<file path="src/design/lbs_pkg.sv">
// Shared constants, codes, types and saturation helpers for the skinning core.
`default_nettype none
package lbs_pkg;

    localparam int WORDS_PER_BONE   = 12;
    localparam int SLOTS            = 4;
    localparam int MAX_BONES_DEF    = 64;
    localparam int BPV_DEF          = 4;
    localparam int FIFO_DEPTH       = 8;
    localparam int FIFO_AW          = $clog2(FIFO_DEPTH);
    localparam int CREDIT_W         = $clog2(FIFO_DEPTH + 1);

    typedef enum logic [1:0] {
        ACT_LOAD  = 2'd0,
        ACT_POINT = 2'd1,
        ACT_DIR   = 2'd2,
        ACT_NONE  = 2'd3
    } t_action;

    // one bone matrix, row major, word 3/7/11 is translation
    typedef logic [WORDS_PER_BONE-1:0][31:0] t_row;

    typedef struct packed {
        logic               is_point;
        logic signed [31:0] vx;
        logic signed [31:0] vy;
        logic signed [31:0] vz;
    } t_side;

    typedef struct packed {
        logic        valid;
        logic        first;
        logic        last;
        logic        zero;
        logic [15:0] weight;
        t_side       side;
    } t_blend_req;

    typedef struct packed {
        logic  valid;
        logic  flag;
        t_row  blend;
        t_side side;
    } t_mat;

    typedef struct packed {
        logic               valid;
        logic signed [31:0] x;
        logic signed [31:0] y;
        logic signed [31:0] z;
        logic               sat;
    } t_res;

    // clamp to 32-bit signed; bit 32 of the result is the clamp flag
    function automatic logic [32:0] sat_blend(input logic signed [35:0] v);
        logic [32:0] r;
        if (v > 36'sh0_7FFF_FFFF) begin
            r = {1'b1, 32'h7FFF_FFFF};
        end else if (v < -36'sh0_8000_0000) begin
            r = {1'b1, 32'h8000_0000};
        end else begin
            r = {1'b0, v[31:0]};
        end
        return r;
    endfunction

    function automatic logic [32:0] sat_out(input logic signed [49:0] v);
        logic [32:0] r;
        if (v > 50'sh0_0000_7FFF_FFFF) begin
            r = {1'b1, 32'h7FFF_FFFF};
        end else if (v < -50'sh0_0000_8000_0000) begin
            r = {1'b1, 32'h8000_0000};
        end else begin
            r = {1'b0, v[31:0]};
        end
        return r;
    endfunction

endpackage
`default_nettype wire

</file>
<file path="src/design/lbs_out_fifo.sv">
// Result queue that absorbs the pipeline while the receiver stalls.
`default_nettype none
module lbs_out_fifo (
    input  wire logic     i_clk,
    input  wire logic     i_rst_n,
    input  lbs_pkg::t_res i_res,
    input  wire logic     i_pop,
    output logic          o_valid,
    output lbs_pkg::t_res o_head
);
    import lbs_pkg::*;

    t_res                 r_mem [FIFO_DEPTH];
    logic [FIFO_AW-1:0]   r_wr, r_rd;
    logic [CREDIT_W-1:0]  r_count;

    always_ff @(posedge i_clk) begin
        if (!i_rst_n) begin
            r_wr    <= '0;
            r_rd    <= '0;
            r_count <= '0;
        end else begin
            if (i_res.valid) begin
                r_wr <= r_wr + 1'b1;
            end
            if (i_pop) begin
                r_rd <= r_rd + 1'b1;
            end
            r_count <= r_count + CREDIT_W'(i_res.valid) - CREDIT_W'(i_pop);
        end
        if (i_res.valid) begin
            r_mem[r_wr] <= i_res;
        end
    end

    assign o_valid = (r_count != '0);
    assign o_head  = r_mem[r_rd];
endmodule
`default_nettype wire

</file>
<file path="config.mk">
export PLATFORM = sky130hd
export DESIGN_NAME = lbs_out_fifo
export DESIGN_NICKNAME = d
export VERILOG_FILES = /design/src/design/lbs_pkg.sv /design/src/design/lbs_out_fifo.sv
export SDC_FILE = /design/constraint.sdc
export NUM_CORES = 1
export LEC_CHECK = 0
export ABC_AREA = 0
export ABC_CLOCK_PERIOD_IN_PS = 8000
export BUFFER_PORTS_ARGS = -buffer_cell sky130_fd_sc_hd__buf_2
export CORE_UTILIZATION = 35
export CTS_BUF_LIST = sky130_fd_sc_hd__clkbuf_16
export CTS_CLUSTER_DIAMETER = 80
export DETAILED_ROUTE_END_ITERATION = 8
export PLACE_DENSITY = 0.54
export REMOVE_ABC_BUFFERS = 1
export SLEW_MARGIN = 5
export SYNTH_ARGS = -nofsm -noshare
export SYNTH_HDL_FRONTEND = slang
export SYNTH_SLANG_ARGS = --single-unit
</file>
<file path="constraint.sdc">
create_clock -name i_clk -period 8 [get_ports i_clk]
set_input_delay 0.8 -clock i_clk [delete_from_list [all_inputs] [get_ports i_clk]]
set_output_delay 0.8 -clock i_clk [all_outputs]
set_load 0.05 [all_outputs]
</file>
# == After elaboration in Yosys (flattened, before gate mapping) ==
# Memories as Yosys holds them, arrays and structs flattened. A register that Yosys moved wholly into a read port is not among the register bits.
# Cells that the tools add are included.
# W data, S select, Z words.
# word_totals
ram_bits,784
output_inout_bits,99
memories,1
regBits,10
in_bits,101
# memory_table
name,words,width,read_ports,rd_ports_with_merged_regs,write_ports,line,text
r_mem,8,98,1,1,1,lbs_out_fifo.sv:13,t_res r_mem [FIFO_DEPTH];
# op_classes
add_sub_neg,4
n_reduce_logical,1
mux,4
# op_table
op,n
$add A3 B1 Y3 const B,2
$mux W3,2
$add A4 B1 Y4,1
$reduce_bool A4 Y1,1
$sub A4 B1 Y4,1
$mux W1,2

# == Depth between registers and ports, before layout ==
# Gate-level depths: netlist (run 1).
# logic_depth
ltp_word,3
mapped_depth,8
mapped_depth_nobuf,8

# == Worst setup path after synthesis (run 1) ==
# No wires, ideal clock.
# synth_timing
path_kind,input port to flip-flop
from,input i_res[97] in the netlist's numbering
to,"memory r_mem[0][0] in the netlist's numbering, enable pin"
setup_time_ps,675
stages,2
slack_ps,-198
arrival_time_ps,7523
cell_sequence,nand2b_1 -> nor3_1
# synth_via
elab_chain_len,2
# synth_rtl
item,line,text
"start, declared",lbs_out_fifo.sv:6,"input lbs_pkg::t_res i_res,"
$mux W1,lbs_out_fifo.sv:31,if (i_res.valid) begin
$mux W1 (implied by the code),lbs_out_fifo.sv:32,r_mem[r_wr] <= i_res;
"end, declared",lbs_out_fifo.sv:13,
# No other way between the ends.

==> flow_metrics.py, run 1 <==
metrics = {
    "status": {
        "status": "finished clean",
    },
    "sta": {
        "worst_slack_ps": 3640,
        "fin_crit_ps": 4360,
        "relSlewSlack_pct": 32.6,
        "worstMarginPinSlew_ps": 1010,
        "setup_viol": 0,
        "slew_viol_final": 0,
        "rsz0062_at_grt": "no",
        "fin_crit_sh_pct": 54.6,
        "finalHoldViolations": 0,
        "setup_tns_ps": 0,
        "max_freq_ghz": 0.229,
        "clock_skew_ps": 12.8,
    },
    "final_layout": {
        "diodes": 0,
        "stdcell_count": 2675,
        "area_growth_pct": 17.5,
        "nets": 1570,
        "drive_gt1_share_pct": 42.0,
        "post-route-util_pct": 41.5,
        "final_common_cell": "edfxtp_1",
        "final_cell_mix": "edfxtp_1 (784), buf_2 (199), mux4_2 (174)",
        "fillers": 7462,
        "regArea_sq_um": 23800,
        "multi_input_area_sq_um": 5990,
    },
    "global_routing": {
        "grt_overflow": 0,
        "grt_usage_pct": 14.5,
        "grt_pass1_wl_mm": 92.4,
        "grt_pass1_vias": 14108,
        "grt_max_degree": 99,
        "grt_antenna_before_repair": 7,
    },
    "route": {
        "vias": 13065,
        "wl_per_cell_um": 23.4,
        "dr.pass1.iters": 6,
        "viasPerCell": 4.88,
        "routed_wl_mm": 62.7,
        "post-route-drc-count": 0,
        "drt_iter0_drc": 743,
        "ant_nets": 0,
    },
    "yosys": {
        "yosysSeqAreaShare_pct": 79.0,
        "synth_edf_count": 784,
        "synth_area_per_cell_sq_um": 25.1,
        "yosysWarnings": 0,
        "synth_top_family_by_area": "multiplexers",
        "yosys.area_share.simple_pct": 0.477,
        "synth_mux_area_share_pct": 18.7,
        "synthCells": 1200,
        "netlist_area_sq_um": 30100,
        "synthDistinctLibCells": 25,
        "synthXorXnorAreaFrac_pct": 0.145,
        "synth_seq_cells": 797,
        "yosys.area_share.adder_pct": 0.357,
        "synth_compound_area_share_pct": 0.0415,
        "ys.flop_type": "edfxtp_1",
        "ys_async_sr_fraction_pct": 0,
    },
    "cts": {
        "cts_max_level": 3,
        "path_clk_slew_ps": 60,
        "cts_resized": 0,
        "clock-sinks": 797,
        "cts_root_buf": "clkbuf_16",
        "cts-buffers-inserted": 87,
        "hold_buffers": 0,
        "clock_latency_ps": 610,
        "max-clock-path-buffers": 3,
        "cts_tree": "yes",
        "post-cts-setup-buffer-count": 0,
    },
    "worst_setup_path": {
        "arrival_ps": 3560,
        "crit_type": "flop to output port",
        "path_max_fanout": 98,
        "cp-end-kind": "output port",
        "required_ps": 7200,
        "worstReg2RegStart": "r_wr[0]",
        "critPathLaunchType": "flop",
        "r2r_cells": 3,
    },
    "floorplan": {
        "initial_core_util_pct": 35.3,
        "core_sq_um": 85300,
        "fp-row-count": 107,
        "dieArea_sq_um": 87300,
        "io_pins": 200,
        "die_w_um": 295,
        "die_h_um": 295,
    },
    "pwr": {
        "combPwrFrac_pct": 10.0,
        "clockPowerShare_pct": 41.2,
        "p_sw_share_pct": 23.6,
        "peakVddDrop_v": 0.000225,
        "seqPwrFrac_pct": 48.8,
        "p_sw_uw": 2290,
        "internal_power_uw": 7430,
        "finalPower_uw": 9720,
        "p_leak_uw": 0.0112,
        "power_density_nw_per_um2": 275,
    },
    "placed_design": {
        "hpwl_mm": 32.0,
        "io_buffers": 199,
        "placed_cells_incl_taps": 2516,
        "place_ws_ps": 4160,
        "routabilityCongestion": 0.673,
    },
    "run": {
        "cap_violations": 0,
    },
    "min_path": {
        "hold_start": "i_res[14]",
        "whs_path_depth": 1,
        "min_path_type": "primary input to flop",
    },
}
## path summary, 6_finish.rpt
kind,end,slack [ps]
worst max-delay path,o_head[96],3640
worst min register to register,r_rd[1],560
worst max register to register,r_mem[1][84],5350
worst min-delay path,r_mem[3][14],440
## area by class of cell
| class | instances | area share, % |
|---|---|---|
| tap | 1144 | 4.04 |
| multi-input combinational | 340 | 16.9 |
| clock buffer | 89 | 6.29 |
| timing repair buffer | 228 | 3.50 |
| sequential | 797 | 67.2 |
| inverter | 7 | 0.0742 |
| clock inverter | 70 | 1.93 |
## kinds of logic (layout without fill, tap and decap cells)
kind of cell / Yosys count / after routing
multiplexers: 297 / 297
XOR/XNOR: 5 / 5
adder cells (fa/ha/maj): 8 / 8
AO/OA/AOI/OAI: 2 / 2
flip-flops: 797 / 797
buffers and inverters: 63 / 394
AND/OR/NAND/NOR: 28 / 28
## sequential cells by signal, indices dropped and copies added, names as in the netlist, named ones only
register	count
r_mem	784
r_count	4
r_rd	3
r_wr	3
## metrics by stage
step | hold WS [ps] | area, sq um
after global routing | 420 | 35400
after global placement | 531 | 32500
after CTS | 384 | 35400
after floorplan | 512 | 29800
final | 440 | 35400
after detailed placement | 550 | 32500
## synth_stat cells (4+ instances only)
library cell	instances	area share, %
mux4_1	22	1.9
inv_1	7	0.087
edfxtp_1	784	78
mux2_2	98	3.7
dfxtp_1	13	0.86
buf_2	17	0.28
and2_1	7	0.15
buf_6	15	0.56
ha_1	7	0.29
nand2b_1	4	0.083
buf_1	6	0.075
mux4_2	174	13
clkbuf_1	16	0.20
nor2_1	6	0.075
nand2_1	5	0.062
## power by group through the flow
stage | logic (uW) | registers, uW | clock network (uW)
CTS | 1000 | 4740 | 4120
floorplan | 716 | 4880 | 0
global route | 1040 | 4750 | 4260
finish | 974 | 4740 | 4010
detailed placement | 995 | 4830 | 0
global placement | 986 | 4830 | 0
## routing by layer
| layer | track usage [%] | vias up | routed length, um |
|---|---|---|---|
| li1 | - | 5702 | - |
| met1 | 18.6 | 6990 | 26600 |
| met2 | 24.8 | 257 | 32000 |
| met3 | 3.02 | 104 | 2700 |
| met4 | 4.16 | 12 | 1380 |
| met5 | 0 | - | 71 |
## worst max-delay path: stages (launching register included)
cell and delay [ps]:
dfxtp_4 980, buf_12 620, mux4_1 650, mux2_2 270
buf_2 210
Note: power is estimated with default switching activity, not from simulation.
==> run 2: changes to the inputs <==
- ABC_CLOCK_PERIOD_IN_PS: 8000 -> 4300
- PLACE_DENSITY: 0.54 -> 0.52
- clock period: 8 -> 4.3 ns (I/O delays scaled with it)
==> run 2 against run 1 <==
  * Final cell count barely moved
  * Total power grew 82%
  * Combinational power increased by 86%
  * Routed wire length increased by 1.4%
  * Clock power rose by 77%
  * Die area unchanged
  * Largest cell class unchanged
==> flow_metrics.py, run 2 (same netlist as run 1, synthesis figures left out) <==
metrics = {
    "final_layout": {
        "area_growth_pct": 17.7,
        "multi_input_area_sq_um": 5990,
        "regArea_sq_um": 23800,
        "diodes": 0,
        "final_common_cell": "edfxtp_1",
        "nets": 1575,
        "fillers": 7436,
        "top_register": "r_mem",
        "reg_top3": "r_mem x784, r_count x4",
        "final_cell_mix": "edfxtp_1 (784), buf_2 (199), mux4_2 (174)",
        "drive_gt1_share_pct": 41.5,
        "largest_reg_flops": 784,
    },
    "global_routing": {
        "grt_overflow": 0,
        "grt_usage_pct": 14.8,
        "grt_max_degree": 57,
        "grt_pass1_wl_mm": 93.6,
        "grt_antenna_before_repair": 8,
        "grt_pass1_vias": 14269,
    },
    "pwr": {
        "p_sw_share_pct": 23.6,
        "peakVddDrop_v": 0.000312,
        "seqPwrFrac_pct": 49.8,
        "clockPowerShare_pct": 40.0,
        "power_density_nw_per_um2": 500,
        "combPwrFrac_pct": 10.2,
        "internal_power_uw": 13600,
        "p_sw_uw": 4190,
        "p_leak_uw": 0.0113,
    },
    "sta": {
        "fin_crit_ps": 3510,
        "rsz0062_at_grt": "no",
        "worst_slack_ps": 785,
        "max_freq_ghz": 0.285,
        "setup_viol": 0,
        "timing.hold.ws_ps": 69.4,
        "finalHoldViolations": 0,
        "relSlewSlack_pct": 36.1,
        "fin_crit_sh_pct": 81.7,
        "slew_viol_final": 0,
        "worstMarginPinSlew_ps": 959,
        "clock_skew_ps": 20.4,
    },
    "floorplan": {
        "dieArea_sq_um": 87300,
        "die_h_um": 295,
        "io_pins": 200,
        "die_w_um": 295,
        "initial_core_util_pct": 35.3,
        "core_sq_um": 85300,
        "fp-row-count": 107,
    },
    "min_path": {
        "min_path_type": "primary input to flop",
    },
    "route": {
        "dr.pass1.iters": 4,
        "vias": 13100,
        "ant_nets": 0,
        "routed_wl_mm": 63.6,
        "wl_per_cell_um": 23.8,
        "drt_iter0_drc": 643,
        "viasPerCell": 4.89,
        "post-route-drc-count": 0,
    },
    "cts": {
        "max-clock-path-buffers": 3,
        "cts_tree": "yes",
        "cts_max_level": 3,
        "hold_buffers": 0,
        "cts_root_buf": "clkbuf_16",
        "cts-buffers-inserted": 87,
        "path_clk_slew_ps": 60,
        "cts_resized": 0,
        "post-cts-setup-buffer-count": 0,
        "clock_latency_ps": 620,
        "clock-sinks": 797,
    },
    "run": {
        "cap_violations": 0,
    },
    "worst_setup_path": {
        "required_ps": 3870,
        "slowest_delay_ps": 860,
        "crit_type": "flop to output port",
        "arrival_ps": 3080,
        "crit_slowest_cell": "dfxtp_4",
        "crit_family": "multiplexers",
        "critPathLaunchType": "flop",
        "path_max_fanout": 32,
        "cp-end-kind": "output port",
        "path_buf_inv": 2,
        "crit_chain": "buf_4 > mux4_1 > mux2_2 > buf_2",
    },
    "placed_design": {
        "place_ws_ps": 1330,
        "routabilityCongestion": 0.685,
        "io_buffers": 199,
        "hpwl_mm": 33.2,
    },
    "status": {
        "status": "finished clean",
    },
}
[run 2: layout make-up]
cell class | instances | area share, %
flip-flops and latches | 797 | 67.1
multi-input cells | 340 | 16.9
clock buffers | 87 | 6.14
repair buffers | 233 | 4.16
well taps | 1144 | 4.03
clock inverters | 69 | 1.58
inverters | 7 | 0.0741
[run 2: power by group through the flow]
stage	Clock, uW	Sequential [uW]	Combinational [uW]
3_3_place_gp	0	8990	1840
5_1_grt	7600	8860	1940
6_report	7090	8840	1810
4_1_cts	7320	8840	1860
2_1_floorplan	0	9080	1330
3_5_place_dp	0	9010	1860
[run 2: per-layer routing]
| metal | part of all wire (%) | vias up | wire length [um] | global-route usage [%] |
|---|---|---|---|---|
| li1 | - | 5697 | - | - |
| met1 | 42 | 7033 | 27000 | 19.0 |
| met2 | 51 | 260 | 32100 | 25.1 |
| met3 | 5.0 | 98 | 3180 | 3.16 |
| met4 | 1.9 | 12 | 1200 | 4.27 |
| met5 | 0.11 | - | 73 | 0 |
[run 2: worst paths after layout]
| check | depth (start not counted) | slack [ps] | end | start |
|---|---|---|---|---|
| min reg2reg | 2 | 540 | flop | r_rd[1] |
| max reg2reg | 3 | 2220 | r_mem[7][19] | r_wr[0] |
| max | 4 | 790 | o_head[86] | flop |
| min | 1 | 70 | r_mem[7][96] | i_res[96] |
[run 2: metrics by stage]
stage	power [uW]	util (%)	TNS, ps	cell area (sq um)	cells
after floorplan	10400	-	-1699350	29800	1144
after global placement	10800	38.4	0	32700	2521
after detailed placement	10900	38.4	0	32700	2521
after CTS	18000	41.6	0	35500	2677
after global routing	18400	41.6	0	35500	2677
final	17700	41.6	0	35500	2677
